File: config.mk
export PLATFORM = sky130hd
export DESIGN_NAME = list_item_splitter
export DESIGN_NICKNAME = d
export VERILOG_FILES = /design/src/rtl/lis_pkg.sv /design/src/rtl/lis_core.sv /design/src/rtl/list_item_splitter.sv
export SDC_FILE = /design/constraint.sdc
export NUM_CORES = 1
export LEC_CHECK = 0
export ABC_AREA = 1
export CELL_PAD_IN_SITES_DETAIL_PLACEMENT = 2
export CELL_PAD_IN_SITES_GLOBAL_PLACEMENT = 2
export CORE_UTILIZATION = 38
export CTS_CLUSTER_SIZE = 28
export DETAILED_ROUTE_END_ITERATION = 10
export DONT_BUFFER_PORTS = 1
export PLACE_DENSITY = 0.88
export SETUP_SLACK_MARGIN = 0.05
export SKIP_LAST_GASP = 1
export SYNTH_ARGS = -nofsm -noshare
export SYNTH_HDL_FRONTEND = slang
export SYNTH_SLANG_ARGS = --single-unit
export TNS_END_PERCENT = 1
File: constraint.sdc
create_clock -name clk_i -period 2.8 [get_ports clk_i]
set_clock_uncertainty 0.15 [all_clocks]
set_input_delay 0.56 -clock clk_i [delete_from_list [all_inputs] [get_ports clk_i]]
set_output_delay 0.56 -clock clk_i [all_outputs]
set_load 0.03 [all_outputs]
File: src/rtl/lis_pkg.sv
`timescale 1ns / 1ps
// ----------------------------------------------------------------------------
// List item splitter package
// Types, character codes and small helper functions for the list splitter.
// ----------------------------------------------------------------------------
package lis_pkg;

  typedef enum logic [1:0] {
    MODE_GAP   = 2'd0,
    MODE_BRACE = 2'd1,
    MODE_QUOTE = 2'd2,
    MODE_BARE  = 2'd3
  } mode_e;

  typedef enum logic [1:0] {
    ST_OK    = 2'd0,
    ST_BRACE = 2'd1,
    ST_QUOTE = 2'd2,
    ST_NEST  = 2'd3
  } status_e;

  localparam logic [7:0] CH_BSLASH = 8'h5C;
  localparam logic [7:0] CH_LBRACE = 8'h7B;
  localparam logic [7:0] CH_RBRACE = 8'h7D;
  localparam logic [7:0] CH_QUOTE  = 8'h22;
  localparam logic [7:0] CH_NL     = 8'h0A;
  localparam logic [7:0] CH_TAB    = 8'h09;
  localparam logic [7:0] CH_LOW_N  = 8'h6E;
  localparam logic [7:0] CH_LOW_T  = 8'h74;

  typedef struct packed {
    logic       char_valid;
    logic [7:0] item_char;
    logic       item_done;
    status_e    status;
  } result_t;

  function automatic logic is_blank(input logic [7:0] c);
    return c inside {8'h20, 8'h09, 8'h0A, 8'h0B, 8'h0C, 8'h0D};
  endfunction

  function automatic logic [7:0] unescape(input logic [7:0] c);
    logic [7:0] r;
    r = c;
    if (c == CH_LOW_N) begin
      r = CH_NL;
    end else if (c == CH_LOW_T) begin
      r = CH_TAB;
    end
    return r;
  endfunction

endpackage

File: src/rtl/lis_core.sv
`timescale 1ns / 1ps
// ----------------------------------------------------------------------------
// List splitter parse core
// Holds the parse state and works out the result for one text byte.
// ----------------------------------------------------------------------------
module lis_core import lis_pkg::*; #(
  parameter int MAX_NEST = 255
) (
  input  logic       clk_i,
  input  logic       rst_ni,
  input  logic       fire_i,
  input  logic [7:0] in_byte_i,
  input  logic       last_byte_i,
  output result_t    res_o
);

  localparam int DepthW = $clog2(MAX_NEST + 1);
  localparam logic [DepthW-1:0] DepthMax = DepthW'(MAX_NEST);
  localparam logic [DepthW-1:0] DepthOne = DepthW'(1);

  mode_e             mode_q, mode_d, eff_mode;
  logic [DepthW-1:0] depth_q, depth_d;
  logic              esc_q, esc_d;
  result_t           res;
  logic [7:0]        c;

  assign c = in_byte_i;

  always_comb begin
    eff_mode = mode_q;
    if (mode_q == MODE_GAP && !is_blank(c) && c != CH_LBRACE && c != CH_QUOTE) begin
      eff_mode = MODE_BARE;
    end
  end

  always_comb begin
    mode_d         = eff_mode;
    depth_d        = depth_q;
    esc_d          = esc_q;
    res.char_valid = 1'b0;
    res.item_char  = 8'h00;
    res.item_done  = 1'b0;
    res.status     = ST_OK;
    case (eff_mode)
      MODE_GAP: begin
        if (c == CH_LBRACE) begin
          mode_d  = MODE_BRACE;
          depth_d = DepthOne;
          if (last_byte_i) begin
            res.status = ST_BRACE;
          end
        end else if (c == CH_QUOTE) begin
          mode_d = MODE_QUOTE;
          if (last_byte_i) begin
            res.status = ST_QUOTE;
          end
        end
      end
      MODE_BARE: begin
        if (esc_q) begin
          esc_d          = 1'b0;
          res.char_valid = 1'b1;
          res.item_char  = unescape(c);
        end else if (is_blank(c)) begin
          res.item_done = 1'b1;
          mode_d        = MODE_GAP;
        end else if (c == CH_BSLASH && !last_byte_i) begin
          esc_d = 1'b1;
        end else begin
          res.char_valid = 1'b1;
          res.item_char  = c;
        end
        if (last_byte_i) begin
          res.item_done = 1'b1;
        end
      end
      MODE_QUOTE: begin
        if (esc_q) begin
          esc_d          = 1'b0;
          res.char_valid = 1'b1;
          res.item_char  = unescape(c);
        end else if (c == CH_QUOTE) begin
          res.item_done = 1'b1;
          mode_d        = MODE_GAP;
        end else if (c == CH_BSLASH && !last_byte_i) begin
          esc_d = 1'b1;
        end else begin
          res.char_valid = 1'b1;
          res.item_char  = c;
        end
        if (last_byte_i && mode_d == MODE_QUOTE) begin
          res.status = ST_QUOTE;
        end
      end
      MODE_BRACE: begin
        if (esc_q) begin
          esc_d          = 1'b0;
          res.char_valid = 1'b1;
          res.item_char  = c;
        end else if (c == CH_BSLASH) begin
          res.char_valid = 1'b1;
          res.item_char  = c;
          esc_d          = !last_byte_i;
        end else if (c == CH_LBRACE) begin
          if (depth_q >= DepthMax) begin
            res.status = ST_NEST;
            mode_d     = MODE_GAP;
            depth_d    = '0;
            esc_d      = 1'b0;
          end else begin
            depth_d        = depth_q + DepthOne;
            res.char_valid = 1'b1;
            res.item_char  = c;
          end
        end else if (c == CH_RBRACE) begin
          if (depth_q <= DepthOne) begin
            depth_d       = '0;
            res.item_done = 1'b1;
            mode_d        = MODE_GAP;
          end else begin
            depth_d        = depth_q - DepthOne;
            res.char_valid = 1'b1;
            res.item_char  = c;
          end
        end else begin
          res.char_valid = 1'b1;
          res.item_char  = c;
        end
        if (last_byte_i && mode_d == MODE_BRACE) begin
          res.status = ST_BRACE;
        end
      end
      default: begin
        mode_d = MODE_GAP;
      end
    endcase
    if (res.status != ST_OK) begin
      res.char_valid = 1'b0;
      res.item_char  = 8'h00;
      res.item_done  = 1'b0;
    end
    if (last_byte_i) begin
      mode_d  = MODE_GAP;
      depth_d = '0;
      esc_d   = 1'b0;
    end
  end

  assign res_o = res;

  always_ff @(posedge clk_i or negedge rst_ni) begin
    if (!rst_ni) begin
      mode_q  <= MODE_GAP;
      depth_q <= '0;
      esc_q   <= 1'b0;
    end else if (fire_i) begin
      mode_q  <= mode_d;
      depth_q <= depth_d;
      esc_q   <= esc_d;
    end
  end

  a_last_resets: assert property (@(posedge clk_i) disable iff (!rst_ni)
    fire_i && last_byte_i |=> mode_q == MODE_GAP && depth_q == '0 && !esc_q)
    else $error("State not cleared after the final byte of a text.");

  a_depth_mode: assert property (@(posedge clk_i) disable iff (!rst_ni)
    (mode_q == MODE_BRACE) == (depth_q != '0))
    else $error("Brace depth disagrees with the parse mode.");

  a_esc_mode: assert property (@(posedge clk_i) disable iff (!rst_ni)
    esc_q |-> mode_q != MODE_GAP)
    else $error("Escape pending between items.");

  a_depth_bound: assert property (@(posedge clk_i) disable iff (!rst_ni)
    depth_q <= DepthMax)
    else $error("Brace depth above the nesting bound.");

endmodule

File: src/rtl/list_item_splitter.sv
`timescale 1ns / 1ps
// ----------------------------------------------------------------------------
// List item splitter
// Splits list text into items one byte per transaction, with one result per
// byte. An input register feeds the parse core, whose result is registered.
// ----------------------------------------------------------------------------
// Channel | Handshake                 | Payload
// input   | in_valid_i / in_stall_o   | in_byte_i, last_byte_i
// output  | out_valid_o / out_stall_i | char_valid_o, item_char_o, item_done_o,
//         |                           | status_o
//
// One transaction per cycle is sustained while the output is not stalled; each
// result passes through the input register and then the result register before
// it appears on the output. The parse state is updated as a byte moves from the
// input register into the result register, so the next byte follows at once.
// Reset leaves the splitter between items with both registers empty.
// A stalled output holds its result and stalls the input only when both
// registers are full.
// ----------------------------------------------------------------------------
module list_item_splitter import lis_pkg::*; #(
  parameter int MAX_NEST = 255
) (
  input  logic       clk_i,
  input  logic       rst_ni,
  input  logic       in_valid_i,
  output logic       in_stall_o,
  input  logic [7:0] in_byte_i,
  input  logic       last_byte_i,
  output logic       out_valid_o,
  input  logic       out_stall_i,
  output logic       char_valid_o,
  output logic [7:0] item_char_o,
  output logic       item_done_o,
  output logic [1:0] status_o
);

  logic       in_valid_q;
  logic [7:0] byte_q;
  logic       last_q;
  logic       out_valid_q;
  result_t    res_q;
  result_t    res;
  logic       out_ready;
  logic       fire;

  assign out_ready  = !out_valid_q || !out_stall_i;
  assign fire       = in_valid_q && out_ready;
  assign in_stall_o = in_valid_q && !out_ready;

  lis_core #(
    .MAX_NEST(MAX_NEST)
  ) u_core (
    .clk_i      (clk_i),
    .rst_ni     (rst_ni),
    .fire_i     (fire),
    .in_byte_i  (byte_q),
    .last_byte_i(last_q),
    .res_o      (res)
  );

  always_ff @(posedge clk_i or negedge rst_ni) begin
    if (!rst_ni) begin
      in_valid_q  <= 1'b0;
      out_valid_q <= 1'b0;
    end else begin
      if (!in_stall_o) begin
        in_valid_q <= in_valid_i;
      end
      if (out_ready) begin
        out_valid_q <= in_valid_q;
      end
    end
  end

  always_ff @(posedge clk_i) begin
    if (!in_stall_o && in_valid_i) begin
      byte_q <= in_byte_i;
      last_q <= last_byte_i;
    end
    if (fire) begin
      res_q <= res;
    end
  end

  assign out_valid_o  = out_valid_q;
  assign char_valid_o = res_q.char_valid;
  assign item_char_o  = res_q.item_char;
  assign item_done_o  = res_q.item_done;
  assign status_o     = res_q.status;

  a_err_clean: assert property (@(posedge clk_i) disable iff (!rst_ni)
    out_valid_o && status_o != ST_OK |-> !char_valid_o && !item_done_o
      && item_char_o == 8'h00)
    else $error("Error result carries a character or an item end.");

  a_stall_full: assert property (@(posedge clk_i) disable iff (!rst_ni)
    in_stall_o |-> in_valid_q && out_valid_q && out_stall_i)
    else $error("Input stalled while the pipeline has room.");

  a_no_loss: assert property (@(posedge clk_i) disable iff (!rst_ni)
    in_valid_q && !fire |=> in_valid_q && $stable(byte_q) && $stable(last_q))
    else $error("Held byte lost from the input register.");

endmodule

==> run_results.csv <==
group,metric,value,unit
sta,relSlewSlack,55.0,%
synthesis,synth-main-ff-cell,"edfxtp_1",
route,ant_nets,0,
sta,setup_violations,17,
global_route,antenna_found_initial,0,
critical_path,crit_path_max_fanout,8,
die,start_util,39.5,%
clock_tree,clock-sinks,34,
critical_path,path_delay_family,"simple AND/OR/NAND/NOR gates",
clock_tree,cts_tree,"done",
critical_path,r2r_cells,14,
synthesis,async_flop_share,38.2,%
placed_design,port_buffers,0,
die,die_h,80.4,um
route,remaining_drc_errors,0,
clock_tree,htreeDepth,2,
synthesis,yosys-top-cells-area,"edfxtp_1 (27%), dfrtp_1 (14%), nand2_1 (9.2%)",
finish,fillers,661,
clock_tree,cts.path.max_buffers,2,
synthesis,syn_inst,291,
route,wl_per_cell,25.7,um
global_route,grt_pass1_wl,12800,um
placed_design,place_congestion,0.895,
sta,drv_slew,0,
synthesis,synth-seq-cells,34,
route,via_count,2263,
critical_path,crit_path_end_kind,"flop",
finish,area.sequential,956,um^2
route,viasPerCell,5.69,
synthesis,ys_types,36,
global_route,first_global_vias,2306,
route,dr.pass1.iters,4,
power_and_ir_drop,p_total,3.00,mW
global_route,grt_max_degree,15,
synthesis,yosysTopAreaCellShare,27.0,%
sta,tightest_slew,673,ps
synthesis,netlist_area,0.00234,mm^2
power_and_ir_drop,cellPowerDensity,1060,mW/mm^2
sta,rsz0062_at_grt,"yes",
critical_path,crit_buf_inv,4,
flow_run,drv_cap,0,
die,dieArea,0.00646,mm^2
synthesis,avgSynthCellArea,8.03,um^2
finish,area_delta_synth_final,20.7,%
sta,fmax,338,MHz
critical_path,critPathArrivalTime,2870,ps
placed_design,dp_hpwl,5680,um
power_and_ir_drop,p_leak,1.28,nW
hold_path,holdPathEnd,"byte_q[7]",
critical_path,worstSetupStartpointType,"flop",
clock_tree,cts_buffers,5,
sta,period_share,106,%
clock_tree,clk_pin_slew_worst_paths,70,ps
global_route,grtUsageTotal,27.4,%
critical_path,path_cells,"inv_1 -> nand2_1 -> nor2_4 -> nand3_1 -> nand2_4 -> nor2_2 -> nor2_4 -> buf_4 -> ha_1 -> inv_1 -> nand2_2 -> inv_1 -> nand2_1 -> nor2_4",
die,coreArea,0.00592,mm^2
critical_path,crit_start,"byte_q[7]",
critical_path,worst-setup-path-type,"flop to flop",
finish,layout.nets,343,
critical_path,cp_slowest_cell,"edfxtp_1",
sta,hold_viol_final,0,
hold_path,hold_path.class,"input pin to flop",
clock_tree,cts-root-buf,"clkbuf_8",
run_status,violations,"negative setup slack",
power_and_ir_drop,peakVddDrop,0.515,mV
finish,fin_util,47.6,%
die,ios,27,
hold_path,hold_path_depth,0,
route,routed_wl,10200,um
sta,post-route-min-period,2960,ps
critical_path,r2r_start,"byte_q[7]",
critical_path,cpPeakStageDelay,430,ps
critical_path,r2r_slack,-160,ps
route,first_iter_violations,92,
placed_design,placed_area,0.00248,mm^2
clock_tree,clk_latency,300,ps
sta,postLayoutSetupSlackWorst,-156,ps
synthesis,yosys_warnings,0,
global_route,grt_remaining_overflow,0,
finish,antenna_cells,0,
run_status,outcome,"finished with violations",
finish,drive_gt1_share,27.6,%
die,die_x,80.4,um
critical_path,crit_required,2710,ps
placed_design,dp_slack,-157,ps
synthesis,syn_nets,312,
die,rows,28,
synthesis,synth_edf_count,21,
finish,multi_input_area,0.00131,mm^2
hold_path,min_from,"in_byte_i[7]",
synthesis,yosys.area.top_type,"edfxtp_1",
synthesis,synth.yosys.seq_area_share,40.9,%
critical_path,r2r_end,"item_char_o[7]",
finish,stdcell_area,0.00282,mm^2
-- layer usage --
layer / global-route usage, % / wire [um] / up-vias
met5: 0 / 0 / -
li1: - / - / 1016
met3: 4.32 / 318 / 17
met2: 45.9 / 5420 / 55
met4: 11.1 / 194 / 0
met1: 34.9 / 4300 / 1175
-- cell families after synthesis --
group                      synth area share, %
buffers and inverters                     7.77
xor gates and xnor gates                  1.13
DFF                                       40.9
AOI/OAI and AO/OA                         11.1
and+or+nand+nor                           34.8
adders and majority gates                 4.29
-- cells in the mapped netlist, drive strengths merged (2+ instances only) --
master,count
nor2,52
o21ai,19
nand4,6
nor3,3
o21bai,2
ha,8
edfxtp,21
inv,44
dfrtp,13
nand3,25
o22ai,6
a21oi,10
xor2,3
nand2,70
-- placed cells by master, fill, tap and decap left out, types with 6 or more instances in the layout --
cell / count
a21oi_1: 7
buf_4: 23
dfrtp_1: 13
edfxtp_1: 21
inv_1: 34
inv_2: 9
nand2_1: 57
nand2_2: 7
nand3_1: 22
nand4_1: 6
nor2_1: 32
nor2_2: 13
nor2_4: 6
o21ai_0: 13
o22ai_1: 6
-- flip-flops by register name, indices dropped and copies added, names as in the netlist, 2 cells and up --
register and cells:
byte_q 8, item_char_o 8, u_core.depth_q 8, status_o 2, u_core.mode_q 2
-- worst max path at each step --
stage	cells after the start	end	slack [ps]
2_1_floorplan	17	u_core.depth_q[4]	290
3_3_place_gp	16	u_core.depth_q[5]	20
3_5_place_dp	17	u_core.depth_q[4]	-160
4_1_cts	17	u_core.depth_q[4]	40
5_1_grt	14	item_char_o[7]	-270
6_report	14	item_char_o[7]	-160
-- power breakdown --
part           total [mW]  internal (mW)  switching (mW)
Combinational        1.70          0.573            1.13
Sequential          0.933          0.699           0.234
Clock               0.367          0.171           0.196
Total                3.00           1.44            1.56
-- timing repair --
item                                   CTS  global route
setup endpoints to repair               21            19
hold buffers                             1             0
endpoints found under the hold margin   13             0
gates resized for setup                  5            23
buffers inserted                         8             8
pin swaps                                1             3
-- cell type report --
cell class	count	area share, %
well taps	75	3.33
flip-flops and latches	34	33.9
clock buffers	6	2.57
clock inverters	2	0.311
multi-input cells	211	46.6
repair buffers	25	7.19
inverters	45	6.12
-- metrics by stage --
step	setup TNS, ps	std cells	hold slack [ps]
floorplan	0	291	114
global placement	0	373	115
detailed placement	-514	373	115
CTS	0	390	204
global route	-3720	398	188
finish	-1230	398	199
-- worst register-to-register path: cells and delay by family (launching register included) --
kind	cells	cell delay [ps]
adder cells (fa/ha/maj)	1	240
buffers and inverters	4	620
flip-flops	1	430
AND/OR/NAND/NOR	9	1270
Note: power is estimated with default switching activity, not from simulation.
